[config.mk]
export PLATFORM = sky130hd
export DESIGN_NAME = servo_frame_receiver_top
export DESIGN_NICKNAME = d
export VERILOG_FILES = /design/src/sv/srx_pkg.sv /design/src/sv/srx_front.sv /design/src/sv/srx_jobq.sv /design/src/sv/srx_back.sv /design/src/sv/srx_outq.sv /design/src/sv/servo_frame_receiver_top.sv
export SDC_FILE = /design/constraint.sdc
export NUM_CORES = 1
export LEC_CHECK = 0
export ABC_CLOCK_PERIOD_IN_PS = 6000
export BUFFER_PORTS_ARGS = -buffer_cell sky130_fd_sc_hd__buf_2
export CORE_MARGIN = 5
export CORE_UTILIZATION = 25
export CTS_BUF_LIST = sky130_fd_sc_hd__clkbuf_4 sky130_fd_sc_hd__clkbuf_8 sky130_fd_sc_hd__clkbuf_16
export CTS_CLUSTER_SIZE = 30
export DETAILED_ROUTE_END_ITERATION = 16
export PLACE_DENSITY = 0.45
export SYNTH_ARGS = -nofsm -noshare
export SYNTH_HDL_FRONTEND = slang
export SYNTH_HIERARCHICAL = 1
export SYNTH_SLANG_ARGS = --single-unit
[constraint.sdc]
create_clock -name clk_i -period 6 [get_ports clk_i]
set_input_delay 0.6 -clock clk_i [delete_from_list [all_inputs] [get_ports clk_i]]
set_output_delay 0.6 -clock clk_i [all_outputs]
set_load 0.03 [all_outputs]
[src/sv/srx_pkg.sv]
`default_nettype none

package srx_pkg;

  // frame layout
  localparam int unsigned PAYLOAD_BYTES = 28;
  localparam int unsigned NUM_CHANNELS  = 16;
  localparam int unsigned PAIR_CHANNELS = 14;
  localparam int unsigned PAY_AW        = $clog2(PAYLOAD_BYTES);

  // field widths
  localparam int unsigned BYTE_W  = 8;
  localparam int unsigned RAW_W   = 12;
  localparam int unsigned VAL_W   = 13;
  localparam int unsigned IDX_W   = 5;
  localparam int unsigned CNT_W   = 16;
  localparam int unsigned CLAMP_MAX = 2048;

  // configuration register indexes
  typedef enum logic [1:0] {
    CFG_START_FIRST  = 2'd0,
    CFG_START_SECOND = 2'd1,
    CFG_CENTER       = 2'd2,
    CFG_CLAMP        = 2'd3
  } cfg_reg_e;

  // front parser phases
  typedef enum logic [2:0] {
    PH_HUNT       = 3'd0,
    PH_GOT_FIRST  = 3'd1,
    PH_DATA       = 3'd2,
    PH_CHECK_LOW  = 3'd3,
    PH_CHECK_HIGH = 3'd4
  } phase_e;

  // back sequencer states
  typedef enum logic [2:0] {
    BK_IDLE = 3'd0,
    BK_ADDR = 3'd1,
    BK_DATA = 3'd2,
    BK_CALC = 3'd3,
    BK_PUSH = 3'd4
  } back_state_e;

  // payload store write from the front
  typedef struct packed {
    logic              we;
    logic [PAY_AW-1:0] addr;
    logic [BYTE_W-1:0] data;
  } pay_wr_t;

  // one decoded channel
  typedef struct packed {
    logic [IDX_W-1:0]        index;
    logic signed [VAL_W-1:0] value;
    logic [CNT_W-1:0]        count;
    logic                    last;
  } result_t;

  // job queue handshake between front and back
  typedef struct packed {
    logic             valid;
    logic             full;
    logic [CNT_W-1:0] count;
  } job_status_t;

endpackage

`default_nettype wire

[src/sv/srx_front.sv]
`default_nettype none

module srx_front (
  input  wire logic                       clk_i,
  input  wire logic                       rst_ni,
  input  wire logic                       push_i,
  output logic                            full_o,
  input  wire logic [srx_pkg::BYTE_W-1:0] rx_byte_i,
  input  wire logic [srx_pkg::BYTE_W-1:0] start_first_i,
  input  wire logic [srx_pkg::BYTE_W-1:0] start_second_i,
  input  wire srx_pkg::job_status_t       job_status_i,
  output srx_pkg::pay_wr_t                pay_wr_o,
  output logic                            job_push_o,
  output logic [srx_pkg::CNT_W-1:0]       job_count_o
);
  import srx_pkg::*;

  phase_e              phase_q, phase_d;
  logic [PAY_AW-1:0]   pos_q, pos_d;
  logic [15:0]         sum_q, sum_d;
  logic [BYTE_W-1:0]   chk_lo_q, chk_lo_d;
  logic [CNT_W-1:0]    good_q, good_d;
  logic                accept;
  logic                sum_ok;
  logic [15:0]         sum_minus;

  assign accept    = push_i && !full_o;
  assign sum_minus = sum_q - {8'd0, rx_byte_i};
  assign sum_ok    = (sum_q[7:0] == chk_lo_q) && (sum_q[15:8] == rx_byte_i);

  // next state and parser registers
  always_comb begin
    phase_d  = phase_q;
    pos_d    = pos_q;
    sum_d    = sum_q;
    chk_lo_d = chk_lo_q;
    good_d   = good_q;
    if (accept) begin
      case (phase_q)
        PH_GOT_FIRST: begin
          if (rx_byte_i == start_second_i) begin
            sum_d   = sum_minus;
            phase_d = PH_DATA;
            pos_d   = '0;
          end else begin
            phase_d = PH_HUNT;
          end
        end
        PH_DATA: begin
          sum_d = sum_minus;
          if (pos_q == PAY_AW'(PAYLOAD_BYTES - 1)) begin
            phase_d = PH_CHECK_LOW;
          end else begin
            pos_d = pos_q + PAY_AW'(1);
          end
        end
        PH_CHECK_LOW: begin
          chk_lo_d = rx_byte_i;
          phase_d  = PH_CHECK_HIGH;
        end
        PH_CHECK_HIGH: begin
          phase_d = PH_HUNT;
          if (sum_ok) begin
            good_d = good_q + CNT_W'(1);
          end
        end
        default: begin
          // hunting, unused codes included
          if (rx_byte_i == start_first_i) begin
            sum_d   = 16'hFFFF - {8'd0, rx_byte_i};
            phase_d = PH_GOT_FIRST;
          end else begin
            sum_d   = 16'hFFFF;
            phase_d = PH_HUNT;
          end
        end
      endcase
    end
  end

  // outputs: stall payload while the back still reads the last frame
  always_comb begin
    full_o        = 1'b0;
    pay_wr_o.we   = 1'b0;
    pay_wr_o.addr = pos_q;
    pay_wr_o.data = rx_byte_i;
    job_push_o    = 1'b0;
    job_count_o   = good_q + CNT_W'(1);
    case (phase_q)
      PH_DATA: begin
        full_o      = job_status_i.valid;
        pay_wr_o.we = push_i && !job_status_i.valid;
      end
      PH_CHECK_HIGH: begin
        full_o     = job_status_i.full;
        job_push_o = push_i && !job_status_i.full && sum_ok;
      end
      default: begin
        full_o = 1'b0;
      end
    endcase
  end

  always_ff @(posedge clk_i or negedge rst_ni) begin
    if (!rst_ni) begin
      phase_q  <= PH_HUNT;
      pos_q    <= '0;
      sum_q    <= 16'hFFFF;
      chk_lo_q <= '0;
      good_q   <= '0;
    end else begin
      phase_q  <= phase_d;
      pos_q    <= pos_d;
      sum_q    <= sum_d;
      chk_lo_q <= chk_lo_d;
      good_q   <= good_d;
    end
  end

endmodule

`default_nettype wire

[src/sv/srx_jobq.sv]
`default_nettype none

module srx_jobq (
  input  wire logic                      clk_i,
  input  wire logic                      rst_ni,
  input  wire logic                      push_i,
  input  wire logic [srx_pkg::CNT_W-1:0] count_i,
  input  wire logic                      pop_i,
  output srx_pkg::job_status_t           status_o
);
  import srx_pkg::*;

  logic [CNT_W-1:0] mem_q [2];
  logic             wr_ptr_q, rd_ptr_q;
  logic [1:0]       fill_q;
  logic             do_push, do_pop;

  assign do_push = push_i && (fill_q != 2'd2);
  assign do_pop  = pop_i && (fill_q != 2'd0);

  assign status_o.valid = (fill_q != 2'd0);
  assign status_o.full  = (fill_q == 2'd2);
  assign status_o.count = mem_q[rd_ptr_q];

  // pointers and fill level
  always_ff @(posedge clk_i or negedge rst_ni) begin
    if (!rst_ni) begin
      wr_ptr_q <= 1'b0;
      rd_ptr_q <= 1'b0;
      fill_q   <= 2'd0;
    end else begin
      if (do_push) begin
        wr_ptr_q <= !wr_ptr_q;
      end
      if (do_pop) begin
        rd_ptr_q <= !rd_ptr_q;
      end
      if (do_push && !do_pop) begin
        fill_q <= fill_q + 2'd1;
      end else if (do_pop && !do_push) begin
        fill_q <= fill_q - 2'd1;
      end
    end
  end

  // entry storage
  always_ff @(posedge clk_i) begin
    if (do_push) begin
      mem_q[wr_ptr_q] <= count_i;
    end
  end

endmodule

`default_nettype wire

[src/sv/srx_back.sv]
`default_nettype none

module srx_back (
  input  wire logic                      clk_i,
  input  wire logic                      rst_ni,
  input  wire srx_pkg::pay_wr_t          pay_wr_i,
  input  wire srx_pkg::job_status_t      job_status_i,
  output logic                           job_pop_o,
  input  wire logic [srx_pkg::RAW_W-1:0] center_i,
  input  wire logic [srx_pkg::RAW_W-1:0] clamp_i,
  input  wire logic                      res_full_i,
  output logic                           res_push_o,
  output srx_pkg::result_t               res_o
);
  import srx_pkg::*;

  logic [BYTE_W-1:0]       pay_mem [PAYLOAD_BYTES];
  logic [BYTE_W-1:0]       rd_data_q;
  back_state_e             state_q, state_d;
  logic [IDX_W-1:0]        ch_q;
  logic [1:0]              sub_q;
  logic [RAW_W-1:0]        raw_q;
  logic signed [VAL_W-1:0] val_q;
  logic                    rd_en;
  logic [PAY_AW-1:0]       rd_addr;
  logic                    is_pair;
  logic                    last_sub;
  logic                    last_ch;
  logic [1:0]              grp;
  logic signed [13:0]      diff;
  logic signed [13:0]      lim;
  logic signed [13:0]      clamped;

  assign is_pair  = (ch_q < IDX_W'(PAIR_CHANNELS));
  assign last_sub = is_pair ? (sub_q == 2'd1) : (sub_q == 2'd2);
  assign last_ch  = (ch_q == IDX_W'(NUM_CHANNELS - 1));
  assign grp      = 2'(ch_q - IDX_W'(PAIR_CHANNELS));

  // byte address: pair channels read 2c and 2c+1, nibble channels 6k+1, 6k+3, 6k+5
  always_comb begin
    if (is_pair) begin
      rd_addr = {ch_q[PAY_AW-2:0], sub_q[0]};
    end else begin
      rd_addr = PAY_AW'({grp, 2'b00}) + PAY_AW'({grp, 1'b0}) + PAY_AW'({sub_q, 1'b1});
    end
  end

  // center and clamp
  always_comb begin
    diff = $signed({2'b00, raw_q}) - $signed({2'b00, center_i});
    if (clamp_i > RAW_W'(CLAMP_MAX)) begin
      lim = 14'sd2048;
    end else begin
      lim = $signed({2'b00, clamp_i});
    end
    if (diff > lim) begin
      clamped = lim;
    end else if (diff < -lim) begin
      clamped = -lim;
    end else begin
      clamped = diff;
    end
  end

  // next state
  always_comb begin
    state_d = state_q;
    case (state_q)
      BK_IDLE: begin
        if (job_status_i.valid) begin
          state_d = BK_ADDR;
        end
      end
      BK_ADDR: begin
        state_d = BK_DATA;
      end
      BK_DATA: begin
        state_d = last_sub ? BK_CALC : BK_ADDR;
      end
      BK_CALC: begin
        state_d = BK_PUSH;
      end
      BK_PUSH: begin
        if (!res_full_i) begin
          state_d = last_ch ? BK_IDLE : BK_ADDR;
        end
      end
      default: begin
        state_d = BK_IDLE;
      end
    endcase
  end

  // outputs
  always_comb begin
    rd_en      = 1'b0;
    res_push_o = 1'b0;
    job_pop_o  = 1'b0;
    case (state_q)
      BK_ADDR: begin
        rd_en = 1'b1;
      end
      BK_PUSH: begin
        res_push_o = !res_full_i;
        job_pop_o  = !res_full_i && last_ch;
      end
      default: begin
        rd_en = 1'b0;
      end
    endcase
  end

  assign res_o.index = ch_q;
  assign res_o.value = val_q;
  assign res_o.count = job_status_i.count;
  assign res_o.last  = last_ch;

  // sequencer control
  always_ff @(posedge clk_i or negedge rst_ni) begin
    if (!rst_ni) begin
      state_q <= BK_IDLE;
      ch_q    <= '0;
      sub_q   <= '0;
    end else begin
      state_q <= state_d;
      case (state_q)
        BK_IDLE: begin
          ch_q  <= '0;
          sub_q <= '0;
        end
        BK_DATA: begin
          sub_q <= last_sub ? 2'd0 : sub_q + 2'd1;
        end
        BK_PUSH: begin
          if (!res_full_i) begin
            ch_q <= ch_q + IDX_W'(1);
          end
        end
        default: begin
          sub_q <= sub_q;
        end
      endcase
    end
  end

  // assemble raw value and register the centered result
  always_ff @(posedge clk_i) begin
    if (state_q == BK_DATA) begin
      if (is_pair) begin
        if (sub_q == 2'd0) begin
          raw_q[7:0] <= rd_data_q;
        end else begin
          raw_q[11:8] <= rd_data_q[3:0];
        end
      end else begin
        case (sub_q)
          2'd0:    raw_q[3:0]  <= rd_data_q[7:4];
          2'd1:    raw_q[7:4]  <= rd_data_q[7:4];
          default: raw_q[11:8] <= rd_data_q[7:4];
        endcase
      end
    end
    if (state_q == BK_CALC) begin
      val_q <= VAL_W'(clamped);
    end
  end

  // payload store, one write and one registered read port
  always_ff @(posedge clk_i) begin
    if (pay_wr_i.we) begin
      pay_mem[pay_wr_i.addr] <= pay_wr_i.data;
    end
    if (rd_en) begin
      rd_data_q <= pay_mem[rd_addr];
    end
  end

endmodule

`default_nettype wire

[src/sv/srx_outq.sv]
`default_nettype none

module srx_outq (
  input  wire logic             clk_i,
  input  wire logic             rst_ni,
  input  wire logic             push_i,
  input  wire srx_pkg::result_t data_i,
  output logic                  full_o,
  input  wire logic             pop_i,
  output logic                  empty_o,
  output srx_pkg::result_t      data_o
);
  import srx_pkg::*;

  result_t    mem_q [2];
  logic       wr_ptr_q, rd_ptr_q;
  logic [1:0] fill_q;
  logic       do_push, do_pop;

  assign full_o  = (fill_q == 2'd2);
  assign empty_o = (fill_q == 2'd0);
  assign data_o  = mem_q[rd_ptr_q];
  assign do_push = push_i && !full_o;
  assign do_pop  = pop_i && !empty_o;

  // pointers and fill level
  always_ff @(posedge clk_i or negedge rst_ni) begin
    if (!rst_ni) begin
      wr_ptr_q <= 1'b0;
      rd_ptr_q <= 1'b0;
      fill_q   <= 2'd0;
    end else begin
      if (do_push) begin
        wr_ptr_q <= !wr_ptr_q;
      end
      if (do_pop) begin
        rd_ptr_q <= !rd_ptr_q;
      end
      if (do_push && !do_pop) begin
        fill_q <= fill_q + 2'd1;
      end else if (do_pop && !do_push) begin
        fill_q <= fill_q - 2'd1;
      end
    end
  end

  // result storage
  always_ff @(posedge clk_i) begin
    if (do_push) begin
      mem_q[wr_ptr_q] <= data_i;
    end
  end

endmodule

`default_nettype wire

[src/sv/servo_frame_receiver_top.sv]
// Frame parser takes one byte per cycle while full is low; payload bytes of a new frame wait
// while the back end still reads the previous frame from the payload store, and the second
// check byte waits while the job queue is full.
// Back end reads the payload through the single store read port, an address state then a
// data state per byte, then computes and pushes each channel of a 16-channel frame in turn.
// Reset (async, active low): control and config registers to defaults, parser hunting,
// queues empty; the payload store is not cleared.
`default_nettype none

module servo_frame_receiver_top (
  input  wire logic                        clk_i,
  input  wire logic                        rst_ni,
  // byte input
  input  wire logic                        push,
  output logic                             full,
  input  wire logic [srx_pkg::BYTE_W-1:0]  rx_byte_i,
  // results
  output logic                             empty,
  input  wire logic                        pop,
  output logic [srx_pkg::IDX_W-1:0]        channel_index_o,
  output logic signed [srx_pkg::VAL_W-1:0] channel_value_o,
  output logic [srx_pkg::CNT_W-1:0]        frame_count_o,
  output logic                             last_channel_o,
  // configuration
  input  wire logic                        psel,
  input  wire logic                        penable,
  input  wire logic                        pwrite,
  input  wire logic [3:0]                  paddr,
  input  wire logic [31:0]                 pwdata,
  output logic [31:0]                      prdata,
  output logic                             pready
);
  import srx_pkg::*;

  logic [BYTE_W-1:0] start_first_q;
  logic [BYTE_W-1:0] start_second_q;
  logic [RAW_W-1:0]  center_q;
  logic [RAW_W-1:0]  clamp_q;
  logic              cfg_wr;
  cfg_reg_e          cfg_sel;

  pay_wr_t           pay_wr;
  job_status_t       job_status;
  logic              job_push;
  logic [CNT_W-1:0]  job_count;
  logic              job_pop;
  logic              res_push;
  logic              res_full;
  result_t           res_in;
  result_t           res_out;

  assign pready  = 1'b1;
  assign cfg_wr  = psel && penable && pwrite && pready;
  assign cfg_sel = cfg_reg_e'(paddr[3:2]);

  // configuration register writes
  always_ff @(posedge clk_i or negedge rst_ni) begin
    if (!rst_ni) begin
      start_first_q  <= 8'h20;
      start_second_q <= 8'h40;
      center_q       <= 12'd1500;
      clamp_q        <= 12'd512;
    end else if (cfg_wr) begin
      case (cfg_sel)
        CFG_START_FIRST:  start_first_q  <= pwdata[BYTE_W-1:0];
        CFG_START_SECOND: start_second_q <= pwdata[BYTE_W-1:0];
        CFG_CENTER:       center_q       <= pwdata[RAW_W-1:0];
        CFG_CLAMP:        clamp_q        <= pwdata[RAW_W-1:0];
        default:          clamp_q        <= clamp_q;
      endcase
    end
  end

  // register read back
  always_comb begin
    case (cfg_sel)
      CFG_START_FIRST:  prdata = {24'd0, start_first_q};
      CFG_START_SECOND: prdata = {24'd0, start_second_q};
      CFG_CENTER:       prdata = {20'd0, center_q};
      CFG_CLAMP:        prdata = {20'd0, clamp_q};
      default:          prdata = '0;
    endcase
  end

  srx_front u_front (
    .clk_i          (clk_i),
    .rst_ni         (rst_ni),
    .push_i         (push),
    .full_o         (full),
    .rx_byte_i      (rx_byte_i),
    .start_first_i  (start_first_q),
    .start_second_i (start_second_q),
    .job_status_i   (job_status),
    .pay_wr_o       (pay_wr),
    .job_push_o     (job_push),
    .job_count_o    (job_count)
  );

  srx_jobq u_jobq (
    .clk_i    (clk_i),
    .rst_ni   (rst_ni),
    .push_i   (job_push),
    .count_i  (job_count),
    .pop_i    (job_pop),
    .status_o (job_status)
  );

  srx_back u_back (
    .clk_i        (clk_i),
    .rst_ni       (rst_ni),
    .pay_wr_i     (pay_wr),
    .job_status_i (job_status),
    .job_pop_o    (job_pop),
    .center_i     (center_q),
    .clamp_i      (clamp_q),
    .res_full_i   (res_full),
    .res_push_o   (res_push),
    .res_o        (res_in)
  );

  srx_outq u_outq (
    .clk_i   (clk_i),
    .rst_ni  (rst_ni),
    .push_i  (res_push),
    .data_i  (res_in),
    .full_o  (res_full),
    .pop_i   (pop),
    .empty_o (empty),
    .data_o  (res_out)
  );

  assign channel_index_o = res_out.index;
  assign channel_value_o = res_out.value;
  assign frame_count_o   = res_out.count;
  assign last_channel_o  = res_out.last;

endmodule

`default_nettype wire

==> metrics.md <==
| Metric | Value |
|---|---|
| Nets | 1701 |
| First-pass GRT wire length | 78000 um |
| Number of setup buffers added after CTS | 0 |
| Final hold viol count | 0 |
| Number of synthesis warnings | 6 |
| Initial Util | 25.3% |
| Routability Congestion | 0.805 |
| Final period util | 81.0% |
| Total CTS buffers | 51 |
| Slew Viols, Final | 0 |
| Row Count | 108 |
| CP peak stage delay | 0.86 ns |
| #FFs+latches synth | 465 |
| Largest net degree at the start of global routing | 57 |
| Vias in the first global route | 12800 |
| DIE AREA | 94100 um2 |
| DR vias/cell | 4.43 |
| Pwr dens | 433 nW/um2 |
| Crit Path Max Fanout | 21 |
| Die Wd | 307 um |
| Fill cells | 8810 |
| Setup CP Type | reg2reg |
| Ys flop type | edfxtp_1 |
| CP required | 6.32 ns |
| H-Tree Depth | 2 |
| Initial antenna violation count | 1 |
| Peak supply drop | 0.000248 V |
| Clock buffer depth | 3 |
| GRT Util Overall | 10.6% |
| Core outline area | 87200 um2 |
| Design Power | 0.0109 W |
| Async S/R FF share, synth | 22.8% |
| P_leak | 9.17 nW |
| Crit Reg-Reg Endpoint | u_back/val_q[4] |
| Unrepaired setup endpoints after global routing | no |
| GRT overflow | 0 |
| Top cells by area, synth | edfxtp_1 49%, dfrtp_1 9.1%, mux4_2 6.4%, ha_1 3.2%, mux2_2 3.2% |
| Worst R2R Path Depth | 18 |
| Skew final | 0.0249 ns |
| Worst endpoint data arrival time | 5.18 ns |
| CTS tree | built |
| EDFF count, synth | 359 |
| Syn avg cell area | 14.4 um2 |
| Min Clock Period, post-route | 4.86 ns |
| Hold crit path type | in2async |
| Worst-margin pin slew | 1.15 ns |
| Synth area leader | edfxtp_1 |
| R2R Path Start | u_back/raw_q[0] |
| CTS Sinks | 465 |
| Area share of the largest cell type after synthesis | 49.0% |
| Synth unique cells | 81 |
| Die Y | 307 um |
| PortBufs | 77 |
| Count of final setup violators | 0 |
| Worst-path cell chain | inv_1, ha_1, inv_1, fa_1, a21o_1, a21oi_1, o21bai_1, a211oi_1, o21bai_1, xor2_1, ha_1, o2111ai_1, a21oi_1, a211o_1, o22ai_2, a21oi_2, mux2_2, a22o_1 |
| Final setup TNS | 0 ns |
| DRT Wirelength | 51000 um |
| Synthesis-to-layout area growth | 14.0% |
| Critical Path Sink Type | register |
| Share of cells above drive strength 1 | 24.6% |
| Fin cells | 2787 |
| CTS Hold Bufs | 0 |
| Vias | 12300 |
| DRT Pass-1 Iters | 5 |
| Clock latency on the worst-skew pair | 0.59 ns |
| Worst rel slew slack | 22.9% |
| Peak Freq | 206 MHz |
| Avg WL per Cell | 18.3 um |
| Critical path's slowest cell | a21oi_2 |
| Count leader, synth | edfxtp_1 |
| Sequential element share of the synthesized area | 61.2% |
| Post-Synthesis Cells | 1531 |
| Max-cap viol count | 0 |
| Cell Area, Placed | 23400 um2 |
| Clock-pin slew on the worst setup and hold paths | 0.06 ns |
| R2R Setup Slk | 1.14 ns |
| Root buffer cell | clkbuf_16 |
| Startpoint Class | register |
| Antenna-violating nets left | 0 |
| Status | complete, no violations |
| Initial DRC count | 616 |
| Final instance area | 25100 um2 |
| Number of I/O pins | 121 |
| Synthesized cell area | 22000 um2 |
| Synth top cells by count | 359 x edfxtp_1, 119 x nor2_1, 90 x nand2_1 |
| Placed Cells | 2692 |
| Post-CTS sizing | 0 |
| Hpwl dp | 34300 um |
| # DRC | 0 |
## metrics by stage
step                hold slack, ns  utilization (%)  setup WS (ns)
global route                 0.101             28.8          0.803
finish                      0.0702             28.8           1.14
floorplan                    0.304                -           2.08
detailed placement           0.430             26.8           1.16
global placement             0.430             26.8           1.23
CTS                         0.0555             28.8           1.14
## layout by cell type (no fill, tap or decap), types with 15 or more instances in the layout
| cell type | synthesis | final |
|---|---|---|
| nor2_1 | 119 | 117 |
| xnor2_1 | 51 | 51 |
| mux2_4 | 40 | 40 |
| nor2b_1 | 15 | 15 |
| o21ai_0 | 55 | 55 |
| inv_1 | 54 | 54 |
| nor3_1 | 19 | 19 |
| dfstp_2 | 26 | 26 |
| dfrtp_1 | 80 | 79 |
| ha_1 | 56 | 56 |
| a21oi_1 | 43 | 43 |
| nand3_1 | 28 | 28 |
| edfxtp_1 | 359 | 359 |
| mux2_2 | 62 | 62 |
| clkbuf_16 | 0 | 51 |
| clkbuf_4 | 0 | 15 |
| mux2i_1 | 21 | 20 |
| buf_4 | 53 | 16 |
| conb_1 | 2 | 21 |
| mux4_2 | 63 | 63 |
| xor2_1 | 41 | 41 |
| nand2_1 | 90 | 90 |
| buf_2 | 15 | 76 |
## power by group
group	leakage [nW]	internal, W	switching (W)
Sequential	4.49	0.00391	0.000314
Combinational	3.82	0.00147	0.00196
Clock	0.863	0.00195	0.00127
Total	9.17	0.00733	0.00354
## critical path: cells and delay by family (launching register included)
kind	cells	cell delay, ns
buf+inv	2	0.13
compound gates	11	2.56
flops	1	0.38
fa+ha+maj	3	0.90
mux	1	0.42
xor+xnor	1	0.20
## registers in the layout, summed over array words and instances (netlist names), 3 cells and up
name and flops:
center_q 12, clamp_q 12, start_first_q 8, start_second_q 8, u_back/ch_q 5, u_back/pay_mem 224, u_back/raw_q 12, u_back/rd_data_q 8
u_back/state_q 3, u_back/val_q 13, u_front/chk_lo_q 8, u_front/good_q 16, u_front/phase_q 3, u_front/pos_q 5, u_front/sum_q 16, u_jobq/mem_q 32
u_outq/mem_q 70
## routing by layer
layer  up-vias  track usage (%)  wire length (um)
li1       5793                -                 -
met1      6212             14.1             23200
met2       251             17.9             24400
met3        82             1.69              2080
met4         0             3.21              1330
met5         -                0                 0
## worst max path at each step
| stage | end | slack, ns | startpoint |
|---|---|---|---|
| detailed placement | u_back/val_q[4] | 1.16 | u_back/raw_q[0] |
| finish | u_back/val_q[4] | 1.14 | u_back/raw_q[0] |
| global route | u_back/val_q[4] | 0.80 | u_back/raw_q[0] |
| floorplan | u_back/val_q[2] | 2.08 | u_back/raw_q[0] |
| CTS | u_back/val_q[4] | 1.14 | u_back/raw_q[0] |
| global placement | u_back/val_q[4] | 1.23 | u_back/raw_q[0] |
## cell type report
cell class	count	area [um2]	share of cell area, %
multi-input combinational	923	7710	30.7
antenna	1	2.50	0.00997
timing repair buffer	94	541	2.15
clock buffer	67	1400	5.59
tap	1155	1450	5.76
sequential	465	13500	53.6
clock inverter	27	328	1.31
inverter	55	206	0.822
## kinds of logic after synthesis
group | share of synthesized area (%)
flip-flops | 61.2
AND/OR/NAND/NOR | 8.17
AO/OA/AOI/OAI | 5.71
multiplexers | 13.4
buffers and inverters | 4.31
XOR/XNOR | 3.66
adder cells (fa/ha/maj) | 3.55
other | 0.0341
No activity file was read; power rests on OpenSTA's default activity.
